==> src/hw/rtl/rhc_pkg.sv <==
// shared constants for the rgb to hsv converter
package rhc_pkg;

   localparam int CHANNEL_BITS_DEF = 8;
   localparam int PIXEL_BITS       = 8;
   localparam int RESULT_BITS      = 15;

   localparam int HUE_SECTOR = 3840;
   localparam int HUE_FULL   = 23040;
   localparam int PCT_SCALE  = 25600;

   localparam int MID_DEPTH = 4;
   localparam int OUT_DEPTH = 32;

endpackage

==> src/hw/rtl/rhc_fifo.sv <==
// small register queue used between the converter stages and on the result side
module rhc_fifo
   import rhc_pkg::*;
#(
   parameter int WIDTH = 8,
   parameter int DEPTH = MID_DEPTH
) (
   input  logic             clock,
   input  logic             reset,
   input  logic             push,
   input  logic [WIDTH-1:0] push_data,
   output logic             full,
   input  logic             pop,
   output logic [WIDTH-1:0] pop_data,
   output logic             empty
);

   localparam int PTR_W = $clog2(DEPTH);
   localparam int CNT_W = $clog2(DEPTH + 1);
   localparam logic [PTR_W-1:0] LAST = PTR_W'(DEPTH - 1);
   localparam logic [CNT_W-1:0] CNT_FULL = CNT_W'(DEPTH);

   logic [WIDTH-1:0] mem_ff [DEPTH];
   logic [PTR_W-1:0] wr_ptr_ff, wr_ptr_in;
   logic [PTR_W-1:0] rd_ptr_ff, rd_ptr_in;
   logic [CNT_W-1:0] count_ff, count_in;
   logic             do_push, do_pop;

   assign full     = (count_ff == CNT_FULL);
   assign empty    = (count_ff == '0);
   assign do_push  = push & ~full;
   assign do_pop   = pop & ~empty;
   assign pop_data = mem_ff[rd_ptr_ff];

   always_comb begin
      wr_ptr_in = wr_ptr_ff;
      rd_ptr_in = rd_ptr_ff;
      count_in  = count_ff;
      if (do_push) begin
         wr_ptr_in = (wr_ptr_ff == LAST) ? '0 : wr_ptr_ff + 1'b1;
      end
      if (do_pop) begin
         rd_ptr_in = (rd_ptr_ff == LAST) ? '0 : rd_ptr_ff + 1'b1;
      end
      unique case ({do_push, do_pop})
         2'b10:   count_in = count_ff + 1'b1;
         2'b01:   count_in = count_ff - 1'b1;
         default: count_in = count_ff;
      endcase
   end

   always_ff @(posedge clock) begin
      if (reset) begin
         wr_ptr_ff <= '0;
         rd_ptr_ff <= '0;
         count_ff  <= '0;
      end else begin
         wr_ptr_ff <= wr_ptr_in;
         rd_ptr_ff <= rd_ptr_in;
         count_ff  <= count_in;
      end
   end

   always_ff @(posedge clock) begin
      if (do_push) begin
         mem_ff[wr_ptr_ff] <= push_data;
      end
   end

endmodule

==> src/hw/rtl/rhc_front.sv <==
// front stage: takes pixels, finds max, min, spread, hue sector term and gray flag
module rhc_front
   import rhc_pkg::*;
#(
   parameter int CHANNEL_BITS = CHANNEL_BITS_DEF
) (
   input  logic                      clock,
   input  logic                      reset,
   input  logic                      req_push,
   output logic                      req_full,
   input  logic [PIXEL_BITS-1:0]     req_red_in,
   input  logic [PIXEL_BITS-1:0]     req_green_in,
   input  logic [PIXEL_BITS-1:0]     req_blue_in,
   output logic                      job_push,
   input  logic                      job_full,
   output logic [3*CHANNEL_BITS+3:0] job_data
);

   localparam int CB  = CHANNEL_BITS;
   localparam int K_W = CB + 3;

   logic          valid_ff, valid_in;
   logic [CB-1:0] red_ff, green_ff, blue_ff;
   logic [CB-1:0] red_c, green_c, blue_c;
   logic          accept;
   logic [CB-1:0] max_v, min_v, spread;
   logic [K_W-1:0] term;
   logic          gray;

   if (CB <= PIXEL_BITS) begin : g_narrow
      assign red_c   = req_red_in[CB-1:0];
      assign green_c = req_green_in[CB-1:0];
      assign blue_c  = req_blue_in[CB-1:0];
   end else begin : g_wide
      assign red_c   = {{(CB-PIXEL_BITS){1'b0}}, req_red_in};
      assign green_c = {{(CB-PIXEL_BITS){1'b0}}, req_green_in};
      assign blue_c  = {{(CB-PIXEL_BITS){1'b0}}, req_blue_in};
   end

   assign req_full = valid_ff & job_full;
   assign accept   = req_push & ~req_full;
   assign valid_in = accept | (valid_ff & job_full);
   assign job_push = valid_ff & ~job_full;

   always_comb begin
      max_v = (red_ff > green_ff) ? red_ff : green_ff;
      min_v = (red_ff < green_ff) ? red_ff : green_ff;
      if (blue_ff > max_v) begin
         max_v = blue_ff;
      end
      if (blue_ff < min_v) begin
         min_v = blue_ff;
      end
      spread = max_v - min_v;
      gray   = (spread == '0);
      // sector position times spread, kept non-negative
      priority if (red_ff == max_v) begin
         if (green_ff >= blue_ff) begin
            term = K_W'(green_ff) - K_W'(blue_ff);
         end else begin
            term = K_W'(spread) * K_W'(6) - (K_W'(blue_ff) - K_W'(green_ff));
         end
      end else if (green_ff == max_v) begin
         term = K_W'({spread, 1'b0}) + K_W'(blue_ff) - K_W'(red_ff);
      end else begin
         term = K_W'({spread, 2'b00}) + K_W'(red_ff) - K_W'(green_ff);
      end
   end

   assign job_data = {term, spread, max_v, gray};

   always_ff @(posedge clock) begin
      if (reset) begin
         valid_ff <= 1'b0;
      end else begin
         valid_ff <= valid_in;
      end
   end

   always_ff @(posedge clock) begin
      if (accept) begin
         red_ff   <= red_c;
         green_ff <= green_c;
         blue_ff  <= blue_c;
      end
   end

endmodule

==> src/hw/rtl/rhc_div.sv <==
// pipelined restoring divider, one quotient bit per stage, quotient known to fit
module rhc_div
   import rhc_pkg::*;
#(
   parameter int DEN_W = CHANNEL_BITS_DEF + 1,
   parameter int Q_W   = RESULT_BITS
) (
   input  logic                   clock,
   input  logic [DEN_W+Q_W-1:0]   num,
   input  logic [DEN_W-1:0]       den,
   output logic [Q_W-1:0]         quot
);

   localparam int NUM_W = DEN_W + Q_W;

   logic [DEN_W-1:0] rem_ff  [Q_W];
   logic [Q_W-1:0]   low_ff  [Q_W];
   logic [Q_W-1:0]   quot_ff [Q_W];
   logic [DEN_W-1:0] den_ff  [Q_W];

   for (genvar s = 0; s < Q_W; s++) begin : g_stage
      logic [DEN_W-1:0] rem_i;
      logic [Q_W-1:0]   low_i;
      logic [Q_W-1:0]   quot_i;
      logic [DEN_W-1:0] den_i;
      logic [DEN_W:0]   trial;
      logic [DEN_W:0]   diff;
      logic             ge;
      logic [DEN_W-1:0] rem_in;

      if (s == 0) begin : g_first
         assign rem_i  = num[NUM_W-1:Q_W];
         assign low_i  = num[Q_W-1:0];
         assign quot_i = '0;
         assign den_i  = den;
      end else begin : g_next
         assign rem_i  = rem_ff[s-1];
         assign low_i  = low_ff[s-1];
         assign quot_i = quot_ff[s-1];
         assign den_i  = den_ff[s-1];
      end

      assign trial  = {rem_i, low_i[Q_W-1]};
      assign ge     = (trial >= {1'b0, den_i});
      assign diff   = trial - {1'b0, den_i};
      assign rem_in = ge ? diff[DEN_W-1:0] : trial[DEN_W-1:0];

      always_ff @(posedge clock) begin
         rem_ff[s]  <= rem_in;
         low_ff[s]  <= {low_i[Q_W-2:0], 1'b0};
         quot_ff[s] <= {quot_i[Q_W-2:0], ge};
         den_ff[s]  <= den_i;
      end
   end

   assign quot = quot_ff[Q_W-1];

endmodule

==> src/hw/rtl/rhc_back.sv <==
// back stage: issues jobs against output credit, divides and finishes hue, saturation, value
module rhc_back
   import rhc_pkg::*;
#(
   parameter int CHANNEL_BITS = CHANNEL_BITS_DEF
) (
   input  logic                      clock,
   input  logic                      reset,
   input  logic                      job_empty,
   input  logic [3*CHANNEL_BITS+3:0] job_data,
   output logic                      job_pop,
   input  logic                      out_pop,
   output logic                      out_push,
   output logic [3*RESULT_BITS:0]    out_data
);

   localparam int CB    = CHANNEL_BITS;
   localparam int K_W   = CB + 3;
   localparam int DEN_W = CB + 1;
   localparam int Q_W   = RESULT_BITS;
   localparam int NUM_W = DEN_W + Q_W;
   localparam int CR_W  = $clog2(OUT_DEPTH + 1);
   localparam int RCP_W = NUM_W + 1;
   localparam int PROD_W = NUM_W + RCP_W;
   localparam int VAL_SHIFT = NUM_W + CB + 1;
   localparam longint unsigned VAL_DIV = (64'd1 << (CB + 1)) - 64'd2;
   localparam logic [CR_W-1:0]  CREDIT_MAX = CR_W'(OUT_DEPTH);
   localparam logic [RCP_W-1:0] VAL_RECIP  =
      RCP_W'(((64'd1 << VAL_SHIFT) + VAL_DIV - 64'd1) / VAL_DIV);
   localparam logic [Q_W-1:0]   HUE_WRAP   = Q_W'(HUE_FULL);

   logic [K_W-1:0]   term;
   logic [CB-1:0]    spread, max_v;
   logic             gray;

   logic             v0_ff;
   logic             gray0_ff;
   logic [NUM_W-1:0] hue_num_ff, sat_num_ff, val_num_ff;
   logic [DEN_W-1:0] hue_den_ff, sat_den_ff;

   logic [Q_W-1:0]   valid_pipe_ff;
   logic [Q_W-1:0]   gray_pipe_ff;
   logic [CR_W-1:0]  credit_ff, credit_in;

   logic [PROD_W-1:0] val_prod_ff;
   logic [Q_W-1:0]    val_pipe_ff [Q_W-1];

   logic [Q_W-1:0]   hue_q, sat_q, val_q, hue_w;
   logic             gray_out;

   assign {term, spread, max_v, gray} = job_data;

   // reserve a slot in the result queue for every issued job
   assign job_pop = ~job_empty & (credit_ff < CREDIT_MAX);

   always_comb begin
      credit_in = credit_ff;
      unique case ({job_pop, out_pop})
         2'b10:   credit_in = credit_ff + 1'b1;
         2'b01:   credit_in = credit_ff - 1'b1;
         default: credit_in = credit_ff;
      endcase
   end

   always_ff @(posedge clock) begin
      if (reset) begin
         credit_ff     <= '0;
         v0_ff         <= 1'b0;
         valid_pipe_ff <= '0;
      end else begin
         credit_ff     <= credit_in;
         v0_ff         <= job_pop;
         valid_pipe_ff <= {valid_pipe_ff[Q_W-2:0], v0_ff};
      end
   end

   // numerators carry the round-half-up term: 2*num + den over 2*den
   always_ff @(posedge clock) begin
      hue_num_ff <= NUM_W'(term) * NUM_W'(2 * HUE_SECTOR) + NUM_W'(spread);
      sat_num_ff <= NUM_W'(spread) * NUM_W'(2 * PCT_SCALE) + NUM_W'(max_v);
      val_num_ff <= NUM_W'(max_v) * NUM_W'(2 * PCT_SCALE) + NUM_W'({CB{1'b1}});
      hue_den_ff <= {spread, 1'b0};
      sat_den_ff <= {max_v, 1'b0};
      gray0_ff   <= gray;
      gray_pipe_ff <= {gray_pipe_ff[Q_W-2:0], gray0_ff};
   end

   rhc_div #(.DEN_W(DEN_W), .Q_W(Q_W)) u_hue_div (
      .clock (clock),
      .num   (hue_num_ff),
      .den   (hue_den_ff),
      .quot  (hue_q)
   );

   rhc_div #(.DEN_W(DEN_W), .Q_W(Q_W)) u_sat_div (
      .clock (clock),
      .num   (sat_num_ff),
      .den   (sat_den_ff),
      .quot  (sat_q)
   );

   // value divides by the constant full scale: reciprocal multiply, then delay to line up
   always_ff @(posedge clock) begin
      val_prod_ff    <= PROD_W'(val_num_ff) * PROD_W'(VAL_RECIP);
      val_pipe_ff[0] <= val_prod_ff[VAL_SHIFT +: Q_W];
      for (int k = 1; k < Q_W - 1; k++) begin
         val_pipe_ff[k] <= val_pipe_ff[k-1];
      end
   end

   assign val_q = val_pipe_ff[Q_W-2];

   assign gray_out = gray_pipe_ff[Q_W-1];
   assign hue_w    = (hue_q >= HUE_WRAP) ? hue_q - HUE_WRAP : hue_q;
   assign out_push = valid_pipe_ff[Q_W-1];
   assign out_data = {gray_out ? Q_W'(0) : hue_w,
                      gray_out ? Q_W'(0) : sat_q,
                      val_q,
                      gray_out};

   a_credit_bound : assert property (@(posedge clock) disable iff (reset)
      credit_ff <= CREDIT_MAX)
      else $error("result credit above queue depth");

   a_result_has_credit : assert property (@(posedge clock) disable iff (reset)
      out_push |-> credit_ff != '0)
      else $error("result beat without a reserved slot");

   a_gray_zero : assert property (@(posedge clock) disable iff (reset)
      (out_push && gray_out) |-> (out_data[3*Q_W:2*Q_W+1] == '0 && out_data[2*Q_W:Q_W+1] == '0))
      else $error("gray pixel with nonzero hue or saturation");

endmodule

==> src/hw/rtl/rgb_to_hsv_converter.sv <==
// top level of the rgb to hsv converter: front, job queue, divider back end, result queue
//
// Accepts one pixel per clock and delivers one hue, saturation, value beat per pixel, in
// order. Through an empty pipeline a taken pixel passes the job queue, one numerator
// register, 15 divider stages (one quotient bit per stage) and the write into the result
// queue, in that order, before its result is on the result ports. Throughput
// stays at one pixel per clock while results are popped; the result queue holds 32
// beats, and work is only issued into the dividers when a result slot is reserved for
// it, so a stalled consumer back-pressures through the job queue to full. Hue is in
// 1/64 degree, saturation and value in 1/256 percent, all rounded to nearest; gray
// pixels return hue and saturation 0 with achromatic set.
module rgb_to_hsv_converter
   import rhc_pkg::*;
#(
   parameter int CHANNEL_BITS = CHANNEL_BITS_DEF
) (
   input  logic                   clock,
   input  logic                   reset,
   input  logic                   req_push,
   output logic                   req_full,
   input  logic [PIXEL_BITS-1:0]  req_red_in,
   input  logic [PIXEL_BITS-1:0]  req_green_in,
   input  logic [PIXEL_BITS-1:0]  req_blue_in,
   output logic                   rsp_empty,
   input  logic                   rsp_pop,
   output logic [RESULT_BITS-1:0] rsp_hue_out,
   output logic [RESULT_BITS-1:0] rsp_saturation_out,
   output logic [RESULT_BITS-1:0] rsp_value_out,
   output logic                   rsp_achromatic
);

   localparam int JOB_W = 3 * CHANNEL_BITS + 4;
   localparam int OUT_W = 3 * RESULT_BITS + 1;

   logic             job_push, job_full, job_pop, job_empty;
   logic [JOB_W-1:0] job_in_data, job_out_data;
   logic             out_push, out_full, out_pop;
   logic [OUT_W-1:0] out_in_data, out_out_data;

   rhc_front #(.CHANNEL_BITS(CHANNEL_BITS)) u_front (
      .clock        (clock),
      .reset        (reset),
      .req_push     (req_push),
      .req_full     (req_full),
      .req_red_in   (req_red_in),
      .req_green_in (req_green_in),
      .req_blue_in  (req_blue_in),
      .job_push     (job_push),
      .job_full     (job_full),
      .job_data     (job_in_data)
   );

   rhc_fifo #(.WIDTH(JOB_W), .DEPTH(MID_DEPTH)) u_job_q (
      .clock     (clock),
      .reset     (reset),
      .push      (job_push),
      .push_data (job_in_data),
      .full      (job_full),
      .pop       (job_pop),
      .pop_data  (job_out_data),
      .empty     (job_empty)
   );

   rhc_back #(.CHANNEL_BITS(CHANNEL_BITS)) u_back (
      .clock     (clock),
      .reset     (reset),
      .job_empty (job_empty),
      .job_data  (job_out_data),
      .job_pop   (job_pop),
      .out_pop   (out_pop),
      .out_push  (out_push),
      .out_data  (out_in_data)
   );

   assign out_pop = rsp_pop & ~rsp_empty;

   rhc_fifo #(.WIDTH(OUT_W), .DEPTH(OUT_DEPTH)) u_rsp_q (
      .clock     (clock),
      .reset     (reset),
      .push      (out_push),
      .push_data (out_in_data),
      .full      (out_full),
      .pop       (out_pop),
      .pop_data  (out_out_data),
      .empty     (rsp_empty)
   );

   assign {rsp_hue_out, rsp_saturation_out, rsp_value_out, rsp_achromatic} = out_out_data;

   a_no_result_overflow : assert property (@(posedge clock) disable iff (reset)
      out_push |-> !out_full)
      else $error("result beat pushed into a full result queue");

endmodule
==> config.mk <==
export PLATFORM = sky130hd
export DESIGN_NAME = rgb_to_hsv_converter
export DESIGN_NICKNAME = d
export VERILOG_FILES = /design/src/hw/rtl/rhc_pkg.sv /design/src/hw/rtl/rhc_fifo.sv /design/src/hw/rtl/rhc_front.sv /design/src/hw/rtl/rhc_div.sv /design/src/hw/rtl/rhc_back.sv /design/src/hw/rtl/rgb_to_hsv_converter.sv
export SDC_FILE = /design/constraint.sdc
export NUM_CORES = 2
export LEC_CHECK = 0
export BUFFER_PORTS_ARGS = -buffer_cell sky130_fd_sc_hd__buf_2
export CORE_ASPECT_RATIO = 0.8
export CORE_MARGIN = 1.5
export CORE_UTILIZATION = 63
export CTS_CLUSTER_DIAMETER = 60
export CTS_CLUSTER_SIZE = 20
export DETAILED_ROUTE_END_ITERATION = 8
export HOLD_SLACK_MARGIN = 0.12
export PLACE_DENSITY = 0.79
export SLEW_MARGIN = 20
export SYNTH_ARGS = -nofsm -noshare
export SYNTH_HDL_FRONTEND = slang
export SYNTH_SLANG_ARGS = --single-unit
==> constraint.sdc <==
create_clock -name clock -period 13.4 [get_ports clock]
set_clock_uncertainty 0.1 [all_clocks]
set_input_delay 1.34 -clock clock [delete_from_list [all_inputs] [get_ports clock]]
set_output_delay 1.34 -clock clock [all_outputs]
set_load 0.01 [all_outputs]
## Word-level counts from Yosys, hierarchy flattened

Memories as Yosys holds them, arrays and structs flattened. A register that Yosys moved wholly into a read port is not among the register bits.
Cells that the tools add are included.
Widths: inputs -> output; s select.

| operators by class | value |
|---|---|
| divide/modulo/power cells | 0 |
| add/subtract/negate cells | 52 |
| shift-type cells | 0 |
| equality and inequality tests | 14 |
| bitwise operators | 15 |
| multiply operators | 5 |
| muxes and demuxes | 55 |
| reduce and logical (&&, ||, !) cells | 6 |
| order comparisons | 37 |

Operator list:

| operator | number |
|---|---|
| $ge 10x9->1 | 30 |
| $mux 9 | 30 |
| $sub 9x9->9 | 30 |
| $add 24x8->24 | 2 |
| $mul 24x24->47 const B | 1 |
| $mux 15 | 3 |
| $mux 11 | 3 |
| $mux 8 | 4 |
| $mul 8x5->13 const B | 2 |
| $add 24x8->24 const B | 1 |
| $pmux 6 s2 | 2 |
| $sub 11x8->11 | 2 |
| $mux 5 | 4 |
| $sub 8x8->9 | 2 |
| $eq 8x8->1 | 2 |
| $gt 8x8->1 | 2 |
| $lt 8x8->1 | 2 |
| $ge 15x15->1 const B | 1 |
| $mul 11x4->15 const B | 1 |
| $sub 15x15->15 const B | 1 |
| $add 6x1->6 const B | 2 |
| $sub 6x1->6 const B | 2 |
| $add 10x8->11 | 1 |
| $sub 11x11->11 | 1 |
| other kinds (24) | 53 |

| word-level totals | value |
|---|---|
| bits in writable memories | 3204 |
| memory bits (read-only) | 0 |
| bits in registers | 221 |
| memories | 11 |
| word-level logic and storage cells | 216 |
| bits in latches | 0 |

Memories:

| name | words | bits a word | read ports | clocked after Yosys merged registers in | write ports | line | source |
|---|---|---|---|---|---|---|---|
| u_rsp_q.mem_ff | 32 | 46 | 1 | 1 | 1 | rhc_fifo.sv:23 | `logic [WIDTH-1:0] mem_ff [DEPTH];` |
| u_back.u_hue_div.quot_ff | 15 | 15 | 15 | 0 | 15 | rhc_div.sv:18 | `logic [Q_W-1:0] quot_ff [Q_W];` |
| u_back.u_sat_div.quot_ff | 15 | 15 | 15 | 0 | 15 | rhc_div.sv:18 |  |
| u_back.u_hue_div.low_ff | 15 | 14 | 14 | 0 | 15 | rhc_div.sv:17 | `logic [Q_W-1:0] low_ff [Q_W];` |
| u_back.u_sat_div.low_ff | 15 | 14 | 14 | 0 | 15 | rhc_div.sv:17 |  |
| u_back.val_pipe_ff | 14 | 15 | 14 | 0 | 14 | rhc_back.sv:46 | `logic [Q_W-1:0] val_pipe_ff [Q_W-1];` |
| 5 more memories | -- | -- | -- | -- | -- | -- |  |

## Logic depth before layout (Yosys ltp)

| depth | value |
|---|---|
| depth after elaboration | 9 |
| gate-level depth with buffers | 41 |
| depth with buffers taken out | 39 |

## Hierarchy

Synthesis repeated with hierarchy kept, for this count alone.

| unflattened totals | value |
|---|---|
| cell total of the unflattened synthesis | 7743 |
| area total of the unflattened synthesis | 113893.0 µm² |

By module, submodules not included:

| module | area an instance (µm²) | seq. area each (µm²) | cells each | instances |
|---|---|---|---|---|
| rhc_fifo (u_rsp_q) | 57471.4 | 44622.8 | 2875 | 1 |
| rhc_div (u_back.u_sat_div) | 17222.8 | 9549.2 | 1524 | 1 |
| rhc_div (u_back.u_hue_div) | 17211.5 | 9549.2 | 1520 | 1 |
| rhc_back | 12067.8 | 6286.0 | 993 | 1 |
| rhc_front | 5375.2 | 740.7 | 630 | 1 |
| rhc_fifo (u_job_q) | 4530.6 | 3543.4 | 200 | 1 |
| rgb_to_hsv_converter | 13.8 | 0.0 | 1 | 1 |

## Least setup slack after synthesis

Ideal clock, no wire load.

| timing path | value |
|---|---|
| kind | reg-to-reg |
| start point | register u_front.red_ff[0] |
| end point | memory u_job_q.mem_ff[0][27] in the netlist's numbering, data pin |
| data required time | 13.031 ns |
| period minus slack after synthesis | 8.341 ns |
| arrival | 7.971 ns |
| path slack | 5.059 ns |
| stages on the path, launching flop included | 40 |
| cell sequence | edfxtp_1 -> inv_1 -> ha_1 -> inv_1 -> fa_1 -> a211o_1 -> a211oi_4 -> nor2_1 -> mux2i_1 -> ha_1 -> a21o_1 -> a21o_1 -> a21o_1 -> or2_2 -> o21a_1 -> buf_2 -> nand2_1 -> buf_2 -> [... 4 more ...] -> a21oi_1 -> nand3_1 -> and4_1 -> nor2_1 -> xnor2_1 -> ha_1 -> a21oi_1 -> nor2b_1 -> o21ai_0 -> a211oi_2 -> a311o_1 -> a21oi_2 -> xnor2_1 -> ha_1 -> a21oi_1 -> xnor2_1 -> nor3_1 -> a211o_1 |

| on the way | value |
|---|---|
| cells in the longest elaborated chain, start to end | 9 |
| elaborated cells between the ends (all ways) | 20 |

Ends and longest elaborated chain:

| item | line | source |
|---|---|---|
| start, declared | rhc_front.sv:23 | `logic [CB-1:0] red_ff, green_ff, blue_ff;` |
| start signal, assigned | rhc_front.sv:82 | `red_ff <= red_c;` |
| $gt 8x8->1 | rhc_front.sv:46 | `max_v = (red_ff > green_ff) ? red_ff : green_ff;` |
| $mux 8 * | rhc_front.sv:46 |  |
| $gt 8x8->1 | rhc_front.sv:48 | `if (blue_ff > max_v) begin` |
| $mux 8 * | rhc_front.sv:48 |  |
| named net job_in_data[2] | rgb_to_hsv_converter.sv:36 | `logic [JOB_W-1:0] job_in_data, job_out_data;` |
| $sub 8x8->8 * | rhc_front.sv:54 | `spread = max_v - min_v;` |
| named net job_in_data[12] | rgb_to_hsv_converter.sv:36 |  |
| $mul 8x2->10, or another cell as far along | rhc_front.sv:61 | `term = K_W'(spread) * K_W'(6) - (K_W'(blue_ff) - K_W'(green_ff));` |
| $sub 11x11->11, or another cell as far along | rhc_front.sv:61 |  |
| $mux 11, on equally long branches | rhc_front.sv:58, rhc_front.sv:63 |  |
| $mux 11 * | rhc_front.sv:57 | `priority if (red_ff == max_v) begin` |
| named net job_in_data[27] | rgb_to_hsv_converter.sv:36 |  |
| end, declared | rhc_fifo.sv:23 |  |

Mark *: on every way through the listed nets, which the timed path passes. The rest lies on a longest branch.

## Final worst setup path

| timing path | value |
|---|---|
| start point | register u_front.red_ff[0] |
| end point | memory u_job_q.mem_ff[3][26] in the netlist's numbering, data pin |

Same word-level chain as after synthesis.

==> run metrics <==
clock latency on the worst-skew pair=roughly 830 ps; fin crit share=just under 80%; worst reg2reg path startpoint=u_front.red_ff[0]; outcome=completed; worst r2r dst=u_job_q.mem_ff[3][26]; slew at the pin with the worst max-slew slack=about 1200 ps; Die ar.=0.167 sq mm; Fmax achieved=96.1 MHz; largest net degree at the start of global routing=approximately 130; CP required=between 10,000 and 15,000 ps; part of the power in registers=between 40% and 50%; Die W=~460 um; Num CTS Buffers=160; Final Hold Viols=0; post-synthesis sequential area ratio=66.8%; FF-to-FF setup slack=roughly 3000 ps; vias after detailed routing=about 55,000; Hold WC Path Type=flip-flop to flip-flop; Row Count=about 130; # H-tree levels=4; Critical Path Start=u_front.red_ff[0]; vias in the first global route=between 50,000 and 60,000; CP Launch Type=flip-flop; clock network power share=17.2%; area grow syn2layout=8.09%; Worst R2R Path Depth=35; internal power=between 15 and 20 mW; clock tree sinks=approximately 2,700; nets@finish=between 7,000 and 8,000; MaxCap Viol Count=0; Crit-path slowest cell=xor2_1; CTS Buffer Depth=3; pwr dens=approximately 260 mW/mm^2; DRC=0; Synth Warn #=0; Avg WL per Cell=26.1 um; WP data arrival=~11,000 ps; Crit. End Element=flip-flop; Yosys cell types=between 70 and 80; Slew Limit Fails=0; P_leak=a little over 40 nW; Non-Filler Instances=around 9,000; layout cells sized above 1=about 15%; register bit total from synthesis=about 2,700; Setup Fix Bufs, Post-CTS=0; RSZ-0062 raised after global routing=false; gate count of the mapped netlist=around 6,400; CP Max Fanout=13; post_cts resized=0; hold_buf cts=0; Critical Path Most Common Cell=ha_1; HPWL after DPL=134,000 um; Async S/R FF share, synth=0%; detail-routed via count per cell=slightly above 6; I/O Pins=76; die height=366 um; Final ANT Viol Nets=0; Post-synth EDFFs=1,608; GR Overflow Total=0; # port buffers=75; DP Cell Count=roughly 8,600; CTS tree=done; Mapped Area=0.104 sq mm; ys flop type=edfxtp_1; max_slew headroom=~20%; Reg clk slew, reported paths=approximately 80 ps; initial antenna violation count=2; DRT iter0 DRCs=just over 6,000; total wire length=between 200,000 and 250,000 um; CP max stage delay=about 800 ps; total core area=~0.16 sq mm; Finish-stage setup viols=0; Initial Util=63.4%; switching power share of the total=a little over a third; Root Driver=clkbuf_16; utilization after layout=between 60% and 70%; final worst path period need=around 10,000 ps; Sw Pwr=between 10 and 15 mW; Synth Area per Inst=between 15 and 20 sq um; Comb pwr share=~41%; Total GRT Usage=about 28%; Critical Path End=u_job_q.mem_ff[3][26]; first-pass GRT wire length=approximately 350,000 um; Pwr Total=slightly below 30 mW; Routability Congestion=approximately 0.89; VDD IR max=about 0.0005 V; Setup CP Type=flip-flop to flip-flop; Pre-antenna DRT Iters=5; syn nets=~7,100; Setup TNS Final=0 ps
-- worst max-delay path, delay by kind of cell, from the launching register on --
family,cells,cell delay (ps)
flops,1,430
fa+ha+maj,7,2270
xor+xnor,4,1250
buf+inv,3,280
mux,1,450
simple gates,9,2140
compound gates,11,3230
-- power by group through the flow --
| stage | Combinational, mW | Clock [mW] | Sequential (mW) |
|---|---|---|---|
| CTS | 12.0 | 5.16 | 12.4 |
| global placement | 11.5 | 0 | 12.5 |
| floorplan | 9.40 | 0 | 12.1 |
| global route | 13.6 | 5.45 | 12.6 |
| detailed placement | 11.8 | 0 | 12.6 |
| finish | 12.0 | 5.08 | 12.4 |
-- Yosys cell counts (all sizes together) (6+ instances only) --
cell type	number	share of area (%)
edfxtp	1608	46
dfxtp	1055	20
ha	533	6.4
mux4	488	11
inv	458	1.7
a21oi	301	1.5
nor2	276	1.0
xnor2	188	1.6
o21ai	167	0.81
nor2b	152	0.91
a21o	142	1.0
nand2	140	0.51
clkbuf	127	0.46
nand2b	103	0.62
mux2	92	1.0
fa	81	1.6
xor2	67	0.56
nand4	60	0.36
buf	46	0.18
nor3	46	0.22
nand3	34	0.18
o21bai	30	0.22
a211oi	26	0.20
o31ai	24	0.19
and3	21	0.13
and2	16	0.096
mux2i	14	0.13
nor4	11	0.066
o211a	11	0.11
a31oi	9	0.054
o21a	9	0.065
or2	9	0.054
or3	9	0.054
a211o	8	0.067
o41ai	8	0.067
or4	7	0.051
o211ai	6	0.043
-- layout by cell type (no fill, tap or decap), types with 67 or more instances in the layout --
cell type / instances
clkbuf_16: 168
xor2_1: 67
edfxtp_1: 1608
o21ai_0: 159
ha_1: 533
xnor2_1: 187
buf_4: 74
nor2_1: 241
fa_1: 81
inv_1: 459
nand2_1: 140
a21oi_1: 298
clkbuf_1: 88
buf_2: 75
dfxtp_1: 1047
a21o_1: 142
mux4_2: 488
nor2b_1: 146
nand2b_1: 103
mux2_2: 91
-- sequential cells by signal, indices dropped and copies added, names as in the netlist, 16 cells and up, named ones only --
signal / count
u_back.u_hue_div.rem_ff: 125
u_back.u_hue_div.den_ff: 23
u_back.u_sat_div.low_ff: 87
u_back.u_sat_div.den_ff: 23
u_back.u_hue_div.quot_ff: 120
u_job_q.mem_ff: 112
u_back.u_sat_div.rem_ff: 120
u_back.val_pipe_ff: 210
u_back.u_sat_div.quot_ff: 120
u_back.val_prod_ff: 16
u_rsp_q.mem_ff: 1472
u_back.u_hue_div.low_ff: 91
u_back.hue_num_ff: 16
-- per-stage QoR --
stage / setup WS, ps / instance area [sq um] / hold slack [ps]
detailed placement: 3030 / 107000 / 212
CTS: 3000 / 112000 / 216
floorplan: 5060 / 104000 / 210
finish: 2990 / 112000 / 210
global placement: 3070 / 107000 / 210
global route: 2320 / 112000 / 228
-- worst min-delay path by stage --
stage	start	end	slack [ps]	depth (start not counted)
2_1_floorplan	u_back.gray0_ff	u_back.gray_pipe_ff[0]	210	0
4_1_cts	u_back.u_sat_div.quot_ff[1][53]	u_back.u_sat_div.quot_ff[1][69]	220	0
3_5_place_dp	u_back.u_hue_div.low_ff[0][24]	u_back.u_hue_div.low_ff[0][39]	210	0
5_1_grt	u_back.val_pipe_ff[0][39]	u_back.val_pipe_ff[0][54]	230	0
6_report	u_back.u_hue_div.quot_ff[1][0]	u_back.u_hue_div.quot_ff[1][16]	210	0
3_3_place_gp	u_back.gray_pipe_ff[8]	u_back.gray_pipe_ff[9]	210	0
-- metal layers --
metal / global-route usage, % / up-vias / part of all wire, %
met5: 0 / - / 0.0073
met4: 7.61 / 2 / 2.8
met3: 4.72 / 408 / 7.9
met2: 46.8 / 2482 / 50
met1: 37.7 / 27449 / 40
li1: - / 24258 / -
-- area by class of cell --
type	instances	area, sq um
diodes	2	5.00
clock inverters	27	393
flip-flops and latches	2663	69400
clock buffers	261	4600
well taps	2160	2700
inverters	460	1730
repair buffers	154	1040
fillers	10385	51700
multi-input cells	3151	32500
-- kinds of logic (layout without fill, tap and decap cells) --
group,Yosys count,count (layout),synth area share [%]
other cells,0,2,0
simple gates,903,903,4.41
xor+xnor,255,255,2.16
compound gates,785,785,4.69
flops,2663,2663,66.8
mux,594,594,11.7
fa+ha+maj,614,614,7.98
buf+inv,633,902,2.30
(Power assumes the default switching activity.)
